File: config.mk
export PLATFORM = sky130hd
export DESIGN_NAME = flow_rate_target_allocator
export DESIGN_NICKNAME = d
export VERILOG_FILES = /design/src/rtl/core/fra_pkg.sv /design/src/rtl/core/fra_ram.sv /design/src/rtl/core/flow_rate_target_allocator.sv
export SDC_FILE = /design/constraint.sdc
export NUM_CORES = 2
export LEC_CHECK = 0
export BUFFER_PORTS_ARGS = -buffer_cell sky130_fd_sc_hd__buf_2
export CAP_MARGIN = 20
export CORE_UTILIZATION = 41
export CTS_BUF_LIST = sky130_fd_sc_hd__clkbuf_4 sky130_fd_sc_hd__clkbuf_8
export CTS_CLUSTER_SIZE = 25
export DETAILED_ROUTE_END_ITERATION = 10
export PLACE_DENSITY = 0.64
export SETUP_SLACK_MARGIN = 0.15
export SYNTH_ARGS = -nofsm -noshare
export SYNTH_HDL_FRONTEND = slang
export SYNTH_SLANG_ARGS = --single-unit
File: constraint.sdc
create_clock -name clk -period 6.7 [get_ports clk]
set_clock_uncertainty 0.15 [all_clocks]
set_input_delay 0.67 -clock clk [delete_from_list [all_inputs] [get_ports clk]]
set_output_delay 0.67 -clock clk [all_outputs]
set_load 0.005 [all_outputs]
File: src/rtl/core/fra_pkg.sv
// Package for the flow rate target allocator: transaction structs, codes and constants.
// Used by flow_rate_target_allocator and the bench; depends on nothing.
`timescale 1ns / 1ps
`default_nettype none
package fra_pkg;

	localparam int NUM_FLOWS_DEF = 64;
	localparam int RATE_W        = 16;
	localparam int MARGIN_W      = 12;
	localparam int CNT_OUT_W     = 7;
	localparam int UNUSED_W      = 22;
	localparam int CFG_IDX_W     = 2;
	localparam int CFG_DATA_W    = 16;

	localparam logic [RATE_W-1:0]   TARGET_RESET = 16'd12500;
	localparam logic [MARGIN_W-1:0] MARGIN_RESET = 12'd10;
	localparam logic [RATE_W-1:0]   RATE_MAX     = 16'hFFFF;
	localparam logic [UNUSED_W-1:0] UNUSED_MAX   = 22'h3FFFFF;

	// configuration register indexes
	localparam logic [CFG_IDX_W-1:0] CFG_LINK_CAPACITY = 2'd0;
	localparam logic [CFG_IDX_W-1:0] CFG_MARGIN        = 2'd1;

	// operation codes
	localparam logic [1:0] OP_UPDATE = 2'd0;
	localparam logic [1:0] OP_JOIN   = 2'd1;
	localparam logic [1:0] OP_TICK   = 2'd2;
	localparam logic [1:0] OP_READ   = 2'd3;

	// tick action codes
	localparam logic [1:0] ACT_NONE       = 2'd0;
	localparam logic [1:0] ACT_EQUALIZE   = 2'd1;
	localparam logic [1:0] ACT_REDISTRIB  = 2'd2;

	typedef struct packed {
		logic [1:0]        operation;
		logic [5:0]        slot;
		logic              flow_active;
		logic              flow_small;
		logic [RATE_W-1:0] measured_rate;
	} cmd_t;

	typedef struct packed {
		logic [RATE_W-1:0]    target_rate;
		logic [CNT_OUT_W-1:0] big_flows;
		logic [CNT_OUT_W-1:0] small_flows;
		logic [CNT_OUT_W-1:0] saturated_flows;
		logic [UNUSED_W-1:0]  unused_total;
		logic [1:0]           action;
		logic [RATE_W-1:0]    share;
	} rsp_t;

	// one flow table entry
	typedef struct packed {
		logic              active;
		logic              small_flow;
		logic [RATE_W-1:0] measured;
		logic [RATE_W-1:0] target;
	} entry_t;

	localparam int ENTRY_W = $bits(entry_t);

endpackage
`default_nettype wire

File: src/rtl/core/fra_ram.sv
// Generic simple dual-port RAM: one write port, one read port with registered data.
// No dependencies.
`timescale 1ns / 1ps
`default_nettype none
module fra_ram #(
	parameter int WIDTH = 8,
	parameter int DEPTH = 64
) (
	input  wire logic                     clk,
	input  wire logic                     we,
	input  wire logic [$clog2(DEPTH)-1:0] waddr,
	input  wire logic [WIDTH-1:0]         wdata,
	input  wire logic [$clog2(DEPTH)-1:0] raddr,
	output logic      [WIDTH-1:0]         rdata
);

	logic [WIDTH-1:0] mem [DEPTH];

	// write and registered read
	always_ff @(posedge clk) begin
		if (we) begin
			mem[waddr] <= wdata;
		end
		rdata <= mem[raddr];
	end

endmodule
`default_nettype wire

File: src/rtl/core/flow_rate_target_allocator.sv
// Flow rate target allocator top level: flow table RAM, sweep control and serial divider.
// Depends on fra_pkg and fra_ram.
//
//  channel   | signals                          | transaction
//  ----------+----------------------------------+------------------------------
//  command   | start, busy, cmd                 | start && !busy at rising edge
//  result    | done, result                     | done high for one cycle
//  config    | cfg_we, cfg_index, cfg_wdata     | cfg_we at rising edge
//
// Join is answered from S_IDLE. Update and read go through S_RMW or S_READ, then S_FIN
// (one table read port, registered data). Tick with action: read sweep, S_DECIDE, 22-step
// divider, write-back sweep, S_FIN; without action S_DECIDE goes to S_FIN; busy stays high.
// After reset the table is cleared one entry a cycle, busy high.
// The receiver cannot stall; each result is shown for exactly one cycle.
`timescale 1ns / 1ps
`default_nettype none
module flow_rate_target_allocator
	import fra_pkg::*;
#(
	parameter int NUM_FLOWS = NUM_FLOWS_DEF
) (
	input  wire logic                  clk,
	input  wire logic                  arst_n,
	input  wire logic                  start,
	output logic                       busy,
	input  wire cmd_t                  cmd,
	output logic                       done,
	output rsp_t                       result,
	input  wire logic                  cfg_we,
	input  wire logic [CFG_IDX_W-1:0]  cfg_index,
	input  wire logic [CFG_DATA_W-1:0] cfg_wdata
);

	localparam int AW  = (NUM_FLOWS > 1) ? $clog2(NUM_FLOWS) : 1;
	localparam int PW  = AW + 1;
	localparam int CW  = $clog2(NUM_FLOWS + 1);
	localparam int UW  = (RATE_W + AW > UNUSED_W) ? RATE_W + AW : UNUSED_W;
	localparam int DCW = $clog2(UNUSED_W);

	typedef enum logic [8:0] {
		S_CLEAR  = 9'b000000001,
		S_IDLE   = 9'b000000010,
		S_RMW    = 9'b000000100,
		S_READ   = 9'b000001000,
		S_SWEEP  = 9'b000010000,
		S_DECIDE = 9'b000100000,
		S_DIV    = 9'b001000000,
		S_APPLY  = 9'b010000000,
		S_FIN    = 9'b100000000
	} state_t;

	state_t state_q;

	logic [RATE_W-1:0]   link_cap_q;
	logic [MARGIN_W-1:0] margin_q;
	logic                pending_q;
	cmd_t                cmd_q;
	logic                in_range_q;

	logic [PW-1:0]       ptr_q;
	logic                rvalid_s1;
	logic [AW-1:0]       addr_s1;

	logic [CW-1:0]       acc_big_q;
	logic [CW-1:0]       acc_small_q;
	logic [CW-1:0]       acc_sat_q;
	logic [UW-1:0]       acc_unused_q;

	logic [CNT_OUT_W-1:0] st_big_q;
	logic [CNT_OUT_W-1:0] st_small_q;
	logic [CNT_OUT_W-1:0] st_sat_q;
	logic [UNUSED_W-1:0]  st_unused_q;
	logic [1:0]           st_action_q;
	logic [RATE_W-1:0]    st_share_q;

	logic [CW-1:0]        div_rem_q;
	logic [UNUSED_W-1:0]  div_quo_q;
	logic [CW-1:0]        div_den_q;
	logic [DCW-1:0]       div_cnt_q;

	rsp_t                 res_q;
	logic                 done_q;

	// RAM ports
	logic                 ram_we;
	logic [AW-1:0]        ram_waddr;
	entry_t               ram_wdata;
	logic [AW-1:0]        ram_raddr;
	entry_t               ram_rdata;

	fra_ram #(
		.WIDTH (ENTRY_W),
		.DEPTH (NUM_FLOWS)
	) u_table (
		.clk   (clk),
		.we    (ram_we),
		.waddr (ram_waddr),
		.wdata (ram_wdata),
		.raddr (ram_raddr),
		.rdata (ram_rdata)
	);

	logic accept;
	logic slot_ok;
	logic ptr_live;
	logic sweep_last;

	assign accept     = start && (state_q == S_IDLE);
	assign slot_ok    = (32'(cmd.slot) < NUM_FLOWS);
	assign ptr_live   = (32'(ptr_q) < NUM_FLOWS);
	assign sweep_last = !ptr_live && rvalid_s1;

	// per-entry sweep arithmetic
	logic [RATE_W:0]   adj;
	logic [RATE_W-1:0] floor_t;
	logic              unsat;
	logic [RATE_W-1:0] unused_d;
	logic [RATE_W:0]   grown;
	logic [RATE_W-1:0] new_target;

	assign adj      = {1'b0, ram_rdata.measured} + (RATE_W+1)'(margin_q);
	assign floor_t  = (ram_rdata.target > RATE_W'(margin_q)) ?
	                  ram_rdata.target - RATE_W'(margin_q) : '0;
	assign unsat    = adj < {1'b0, floor_t};
	assign unused_d = ram_rdata.target - ram_rdata.measured;
	assign grown    = {1'b0, ram_rdata.target} + {1'b0, st_share_q};

	always_comb begin
		if (st_action_q == ACT_EQUALIZE) begin
			new_target = st_share_q;
		end else if (adj >= {1'b0, ram_rdata.target}) begin
			new_target = grown[RATE_W] ? RATE_MAX : grown[RATE_W-1:0];
		end else begin
			new_target = adj[RATE_W-1:0];
		end
	end

	// tick decision
	logic [UNUSED_W-1:0] unused_cl;
	logic                do_eq;
	logic                do_redis;

	assign unused_cl = (acc_unused_q > UW'(UNUSED_MAX)) ? UNUSED_MAX :
	                   UNUSED_W'(acc_unused_q);
	assign do_eq     = (acc_big_q != '0) && pending_q;
	assign do_redis  = (acc_big_q != '0) && !pending_q && (acc_sat_q != '0) &&
	                   (unused_cl != '0);

	// divider step
	logic [CW:0] div_trial;
	assign div_trial = {div_rem_q, div_quo_q[UNUSED_W-1]} - {1'b0, div_den_q};

	// drive RAM address and write port
	always_comb begin
		ram_raddr = ptr_q[AW-1:0];
		ram_we    = 1'b0;
		ram_waddr = addr_s1;
		ram_wdata = ram_rdata;
		if (state_q == S_IDLE) begin
			ram_raddr = AW'(cmd.slot);
		end else if (state_q == S_READ) begin
			// hold the addressed entry on the read port until the result
			ram_raddr = AW'(cmd_q.slot);
		end
		unique case (state_q)
			S_CLEAR: begin
				ram_we    = 1'b1;
				ram_waddr = ptr_q[AW-1:0];
				ram_wdata = '{active: 1'b0, small_flow: 1'b0, measured: '0,
				              target: TARGET_RESET};
			end
			S_RMW: begin
				ram_we    = in_range_q;
				ram_waddr = AW'(cmd_q.slot);
				ram_wdata = '{active: cmd_q.flow_active, small_flow: cmd_q.flow_small,
				              measured: cmd_q.measured_rate, target: ram_rdata.target};
			end
			S_APPLY: begin
				ram_we           = rvalid_s1 && ram_rdata.active;
				ram_wdata.target = new_target;
			end
			default: begin
			end
		endcase
	end

	// configuration registers
	always_ff @(posedge clk or negedge arst_n) begin
		if (!arst_n) begin
			link_cap_q <= TARGET_RESET;
			margin_q   <= MARGIN_RESET;
		end else if (cfg_we) begin
			if (cfg_index == CFG_LINK_CAPACITY) begin
				link_cap_q <= cfg_wdata;
			end else if (cfg_index == CFG_MARGIN) begin
				margin_q <= cfg_wdata[MARGIN_W-1:0];
			end
		end
	end

	// payload registers
	always_ff @(posedge clk) begin
		if (accept) begin
			cmd_q      <= cmd;
			in_range_q <= slot_ok;
		end
		addr_s1 <= ptr_q[AW-1:0];
	end

	// control, sweep, divider and result
	always_ff @(posedge clk or negedge arst_n) begin
		if (!arst_n) begin
			state_q      <= S_CLEAR;
			ptr_q        <= '0;
			rvalid_s1    <= 1'b0;
			pending_q    <= 1'b0;
			acc_big_q    <= '0;
			acc_small_q  <= '0;
			acc_sat_q    <= '0;
			acc_unused_q <= '0;
			st_big_q     <= '0;
			st_small_q   <= '0;
			st_sat_q     <= '0;
			st_unused_q  <= '0;
			st_action_q  <= ACT_NONE;
			st_share_q   <= '0;
			div_rem_q    <= '0;
			div_quo_q    <= '0;
			div_den_q    <= '0;
			div_cnt_q    <= '0;
			res_q        <= '0;
			done_q       <= 1'b0;
		end else begin
			done_q    <= 1'b0;
			rvalid_s1 <= 1'b0;
			unique case (state_q)
				S_CLEAR: begin
					// sweep reset values into the table
					ptr_q <= ptr_q + 1'b1;
					if (32'(ptr_q) == NUM_FLOWS - 1) begin
						ptr_q   <= '0;
						state_q <= S_IDLE;
					end
				end
				S_IDLE: begin
					if (accept) begin
						unique case (cmd.operation)
							OP_UPDATE: state_q <= S_RMW;
							OP_READ:   state_q <= S_READ;
							OP_JOIN: begin
								pending_q <= 1'b1;
								done_q    <= 1'b1;
								res_q     <= '{target_rate: '0, big_flows: st_big_q,
								               small_flows: st_small_q,
								               saturated_flows: st_sat_q,
								               unused_total: st_unused_q,
								               action: st_action_q, share: st_share_q};
							end
							OP_TICK: begin
								ptr_q        <= '0;
								acc_big_q    <= '0;
								acc_small_q  <= '0;
								acc_sat_q    <= '0;
								acc_unused_q <= '0;
								state_q      <= S_SWEEP;
							end
							default: begin
							end
						endcase
					end
				end
				S_RMW: begin
					state_q <= S_FIN;
				end
				S_READ: begin
					state_q <= S_FIN;
				end
				S_SWEEP: begin
					// issue reads, count the entry requested the cycle before
					if (ptr_live) begin
						ptr_q     <= ptr_q + 1'b1;
						rvalid_s1 <= 1'b1;
					end
					if (rvalid_s1 && ram_rdata.active) begin
						if (ram_rdata.small_flow) begin
							acc_small_q <= acc_small_q + 1'b1;
						end else begin
							acc_big_q <= acc_big_q + 1'b1;
							if (unsat) begin
								acc_unused_q <= acc_unused_q + UW'(unused_d);
							end else begin
								acc_sat_q <= acc_sat_q + 1'b1;
							end
						end
					end
					if (sweep_last) begin
						state_q <= S_DECIDE;
					end
				end
				S_DECIDE: begin
					st_big_q    <= CNT_OUT_W'(acc_big_q);
					st_small_q  <= CNT_OUT_W'(acc_small_q);
					st_sat_q    <= CNT_OUT_W'(acc_sat_q);
					st_unused_q <= unused_cl;
					div_rem_q   <= '0;
					div_cnt_q   <= '0;
					if (do_eq) begin
						pending_q   <= 1'b0;
						st_action_q <= ACT_EQUALIZE;
						div_quo_q   <= UNUSED_W'(link_cap_q);
						div_den_q   <= acc_big_q;
						state_q     <= S_DIV;
					end else if (do_redis) begin
						st_action_q <= ACT_REDISTRIB;
						div_quo_q   <= unused_cl;
						div_den_q   <= acc_sat_q;
						state_q     <= S_DIV;
					end else begin
						st_action_q <= ACT_NONE;
						st_share_q  <= '0;
						state_q     <= S_FIN;
					end
				end
				S_DIV: begin
					// restoring division, one quotient bit a cycle
					if (!div_trial[CW]) begin
						div_rem_q <= div_trial[CW-1:0];
					end else begin
						div_rem_q <= {div_rem_q[CW-2:0], div_quo_q[UNUSED_W-1]};
					end
					div_quo_q <= {div_quo_q[UNUSED_W-2:0], !div_trial[CW]};
					div_cnt_q <= div_cnt_q + 1'b1;
					if (32'(div_cnt_q) == UNUSED_W - 1) begin
						ptr_q   <= '0;
						state_q <= S_APPLY;
					end
				end
				S_APPLY: begin
					if (ptr_q == '0 && !rvalid_s1) begin
						// latch the share once the quotient is complete
						st_share_q <= (div_quo_q > UNUSED_W'(RATE_MAX)) ? RATE_MAX :
						              div_quo_q[RATE_W-1:0];
					end
					if (ptr_live) begin
						ptr_q     <= ptr_q + 1'b1;
						rvalid_s1 <= 1'b1;
					end
					if (sweep_last) begin
						state_q <= S_FIN;
					end
				end
				S_FIN: begin
					done_q  <= 1'b1;
					res_q   <= '{target_rate: '0, big_flows: st_big_q,
					             small_flows: st_small_q, saturated_flows: st_sat_q,
					             unused_total: st_unused_q, action: st_action_q,
					             share: st_share_q};
					if (cmd_q.operation == OP_READ && in_range_q) begin
						res_q.target_rate <= ram_rdata.target;
					end
					state_q <= S_IDLE;
				end
				default: begin
					state_q <= S_IDLE;
				end
			endcase
		end
	end

	assign busy   = (state_q != S_IDLE);
	assign done   = done_q;
	assign result = res_q;

	// checks
	a_accept_answers: assert property (@(posedge clk) disable iff (!arst_n)
		accept |=> (done || busy))
		else $error("accepted transaction neither answered nor in progress");

	a_no_action_no_share: assert property (@(posedge clk) disable iff (!arst_n)
		(done && result.action == ACT_NONE) |-> (result.share == '0))
		else $error("share reported for a tick without action");

	a_action_code: assert property (@(posedge clk) disable iff (!arst_n)
		done |-> (result.action == ACT_NONE || result.action == ACT_EQUALIZE ||
		          result.action == ACT_REDISTRIB))
		else $error("bad action code");

	a_div_nonzero: assert property (@(posedge clk) disable iff (!arst_n)
		(state_q == S_DIV) |-> (div_den_q != '0))
		else $error("divider started with zero divisor");

	a_no_write_idle: assert property (@(posedge clk) disable iff (!arst_n)
		(state_q == S_IDLE) |-> !ram_we)
		else $error("table written while idle");

endmodule
`default_nettype wire

==> metrics.txt <==
signed area change from the synthesized netlist to the final layout=13.8%; clock buffers created by TritonCTS=406; path type of the worst setup path=reg -> reg; Hold Startpoint=cfg_index[1]; fraction of final layout cells with drive strength greater than 1=0.139; overall global routing resource usage=0.255; area of the mapped netlist=104000 sq um; Hold EP=link_cap_q[2]; global placement routability congestion=0.935; Wirelength per Cell=27.8 um; post-CTS setup buffers=0; number of violations of the max-capacitance limit=0; cells on worst reg2reg path=20; Initial DRC Count=9079; Synth warnings=0; detailed-route via count=70757; setup-violating endpoint count in the final report=0; highest net fanout along the worst path=33; remaining design rule violation count=112; Slew @ Worst Pin=1.17 ns; crit path launch type=flip-flop; type of element capturing the critical path=flip-flop; max-slew violation total from the final report=0; IO buf count=126; failing checks=design-rule violations; Reg area=73700 sq um; number of sinks handled by clock tree synthesis=2511; die extent in x=505 um; Synth Register Bits=2511; floorplan row count=184; syn_nets=8118; HPWL after DPL=186000 um; Post-Synthesis Cells=7946; clock root buffer=sky130_fd_sc_hd__clkbuf_8; peak clock frequency supported by timing=163 MHz; first-pass iteration count of the detailed router=11; vias per cell=5.91; antenna violations before repair=11; asr flop ratio synth=0.107; most frequent standard cell in the layout excluding fill and tap cells=sky130_fd_sc_hd__edfxtp_1; routed wire length=333000 um; placed cell count=11219; CTS H-tree depth=5; first-pass GRT wire length=472000 um; Starting Density=0.412; DIE AREA=255000 sq um; Setup Total Neg Slack=0 ns; EDFF count, synth=2202; Post-Syn Area per Cell=13.0 sq um; deepest clock path buffer count=4; primary flip-flop cell chosen by synthesis mapping=sky130_fd_sc_hd__edfxtp_1; Remaining Overflow, GRT=0; area of the multi-input gates=28200 sq um; R2R setup slack=0.55 ns; clock latency reported for the late side of the worst-skew pair=1.12 ns; number of endpoints with negative hold slack in the final report=0; number of standard cells in the final layout excluding fillers=11967; worst slew slack as a fraction of its limit=0.215; count of cell types in the netlist=82; y dimension of the die=505 um; clock-pin slew on the worst setup and hold paths=0.06 ns; Reg-to-Reg Start=margin_q[1]; placeable core region=251000 sq um; commonest cells after routing, fill and taps aside=2202 x sky130_fd_sc_hd__edfxtp_1, 2033 x sky130_fd_sc_hd__nand2_1, 437 x sky130_fd_sc_hd__a21oi_1; status=finished, violations left; via count of the first global-routing pass=66232; Data required, critical path=7.36 ns; setup repair after global routing missed its margin=no; number of stages on the worst hold path=4; part of the Yosys area used for sequential elements=0.711; Worst R2R End=u_table.mem[54][0]; clock tree from TritonCTS=yes; worst hold path class=in -> reg; IO Pins=127; worst endpoint data arrival time=6.80 ns; Final nets=8501; part of the cycle the worst path needs=0.917; clock period minus worst slack=6.15 ns; maximum number of pins on one net before global-route repair=176; number of fillers in the final layout=22053; number of nets with antenna violations after detailed routing=0
-- sequential cells by signal (all words and copies together), names as in the netlist, 2 cells and up --
name           flops
u_table.mem     2176
result            77
u_table.rdata     34
cmd_q             26
acc_unused_q      22
div_quo_q         22
st_unused_q       22
link_cap_q        16
st_share_q        16
margin_q          12
state_q            9
acc_big_q          7
acc_sat_q          7
acc_small_q        7
div_den_q          7
div_rem_q          7
ptr_q              7
st_big_q           7
st_sat_q           7
st_small_q         7
addr_s1            6
div_cnt_q          5
st_action_q        2
-- cell usage after synthesis (73+ instances only) --
| master | count | area (sq um) |
|---|---|---|
| sky130_fd_sc_hd__edfxtp_1 | 2202 | 66100 |
| sky130_fd_sc_hd__nand2_1 | 2042 | 7660 |
| sky130_fd_sc_hd__a21oi_1 | 444 | 2220 |
| sky130_fd_sc_hd__mux2i_1 | 313 | 3130 |
| sky130_fd_sc_hd__dfrtp_1 | 260 | 6510 |
| sky130_fd_sc_hd__nand3_1 | 243 | 1220 |
| sky130_fd_sc_hd__clkbuf_1 | 220 | 826 |
| sky130_fd_sc_hd__nor2_1 | 200 | 751 |
| sky130_fd_sc_hd__buf_2 | 171 | 856 |
| sky130_fd_sc_hd__and3_1 | 164 | 1030 |
| sky130_fd_sc_hd__o22ai_1 | 159 | 995 |
| sky130_fd_sc_hd__nor4_1 | 158 | 988 |
| sky130_fd_sc_hd__a311oi_1 | 154 | 1350 |
| sky130_fd_sc_hd__o21ai_0 | 133 | 666 |
| sky130_fd_sc_hd__ha_1 | 118 | 1480 |
| sky130_fd_sc_hd__inv_1 | 116 | 435 |
| sky130_fd_sc_hd__a31oi_1 | 73 | 457 |
-- worst max-delay path by stage --
stage / start / to / slack [ns] / cells after the start
finish: margin_q[1] / u_table.mem[54][0] / 0.55 / 20
global route: margin_q[1] / u_table.mem[52][0] / 0.16 / 20
CTS: margin_q[1] / u_table.mem[31][5] / 0.55 / 20
detailed placement: margin_q[1] / u_table.mem[39][5] / 0.56 / 20
global placement: margin_q[1] / u_table.mem[34][5] / 0.52 / 20
floorplan: state_q[8] / u_table.mem[0][2] / 0.08 / 4
-- critical path: stages (launching register included) --
cell and delay [ns]:
sky130_fd_sc_hd__dfstp_2 0.57, sky130_fd_sc_hd__inv_1 0.09, sky130_fd_sc_hd__fa_1 0.46, sky130_fd_sc_hd__nor2b_1 0.17, sky130_fd_sc_hd__o2111ai_1 0.15, sky130_fd_sc_hd__and3_1 0.25
sky130_fd_sc_hd__o31ai_1 0.56, sky130_fd_sc_hd__xnor2_1 0.24, sky130_fd_sc_hd__ha_1 0.35, sky130_fd_sc_hd__nand4_1 0.13, sky130_fd_sc_hd__o41ai_1 0.35, sky130_fd_sc_hd__a21oi_1 0.14
sky130_fd_sc_hd__nand2_1 0.07, sky130_fd_sc_hd__o211ai_1 0.15, sky130_fd_sc_hd__nand2_1 0.10, sky130_fd_sc_hd__buf_4 0.22, sky130_fd_sc_hd__o211ai_1 0.36, sky130_fd_sc_hd__buf_4 0.30
sky130_fd_sc_hd__o221ai_1 0.19, sky130_fd_sc_hd__nand2_2 0.47, sky130_fd_sc_hd__buf_12 0.37
-- cell type report --
| cell class | instances | area share |
|---|---|---|
| Antenna cell | 15 | 0.000318 |
| Clock inverter | 124 | 0.00631 |
| Inverter | 117 | 0.00372 |
| Tap cell | 3348 | 0.0355 |
| Multi-Input combinational cell | 4852 | 0.239 |
| Timing Repair Buffer | 441 | 0.0319 |
| Clock buffer | 559 | 0.0585 |
| Sequential cell | 2511 | 0.625 |
-- routing by layer --
layer	track usage	share of wire	vias to the layer above
met5	0	0.000036	-
met4	0.116	0.047	2
met3	0.0585	0.11	754
met2	0.393	0.45	4311
met1	0.343	0.39	35346
li1	-	-	30344
-- what timing repair did --
action,4_1_cts,5_1_grt
hold buffers,44,0
hold endpoints to repair,165,0
resized for setup,0,1
endpoints found under the setup margin,0,38
-- cell families (layout without fill, tap and decap cells) --
logic type      after synthesis  in the layout  synth area share
simple gates               2966           2966             0.122
flops                      2511           2511             0.711
compound gates             1333           1333            0.0844
buf+inv                     583           1241            0.0259
mux                         351            351            0.0344
fa+ha+maj                   124            124            0.0154
xor+xnor                     78             78           0.00659
other cells                   0             15                 0
-- per-stage QoR --
stage / setup slack, ns / cell area (sq um) / util / hold WS [ns]
6_report: 0.555 / 118000 / 0.469 / 0.0705
3_3_place_gp: 0.519 / 110000 / 0.436 / 0.296
3_5_place_dp: 0.558 / 110000 / 0.436 / 0.301
2_1_floorplan: 0.0811 / 104000 / - / 0.195
4_1_cts: 0.548 / 118000 / 0.469 / 0.0109
5_1_grt: 0.163 / 118000 / 0.469 / 0.0457
Power is not shown: default switching activity piles up to over one toggle a cycle in this logic, so the estimate is an artifact.
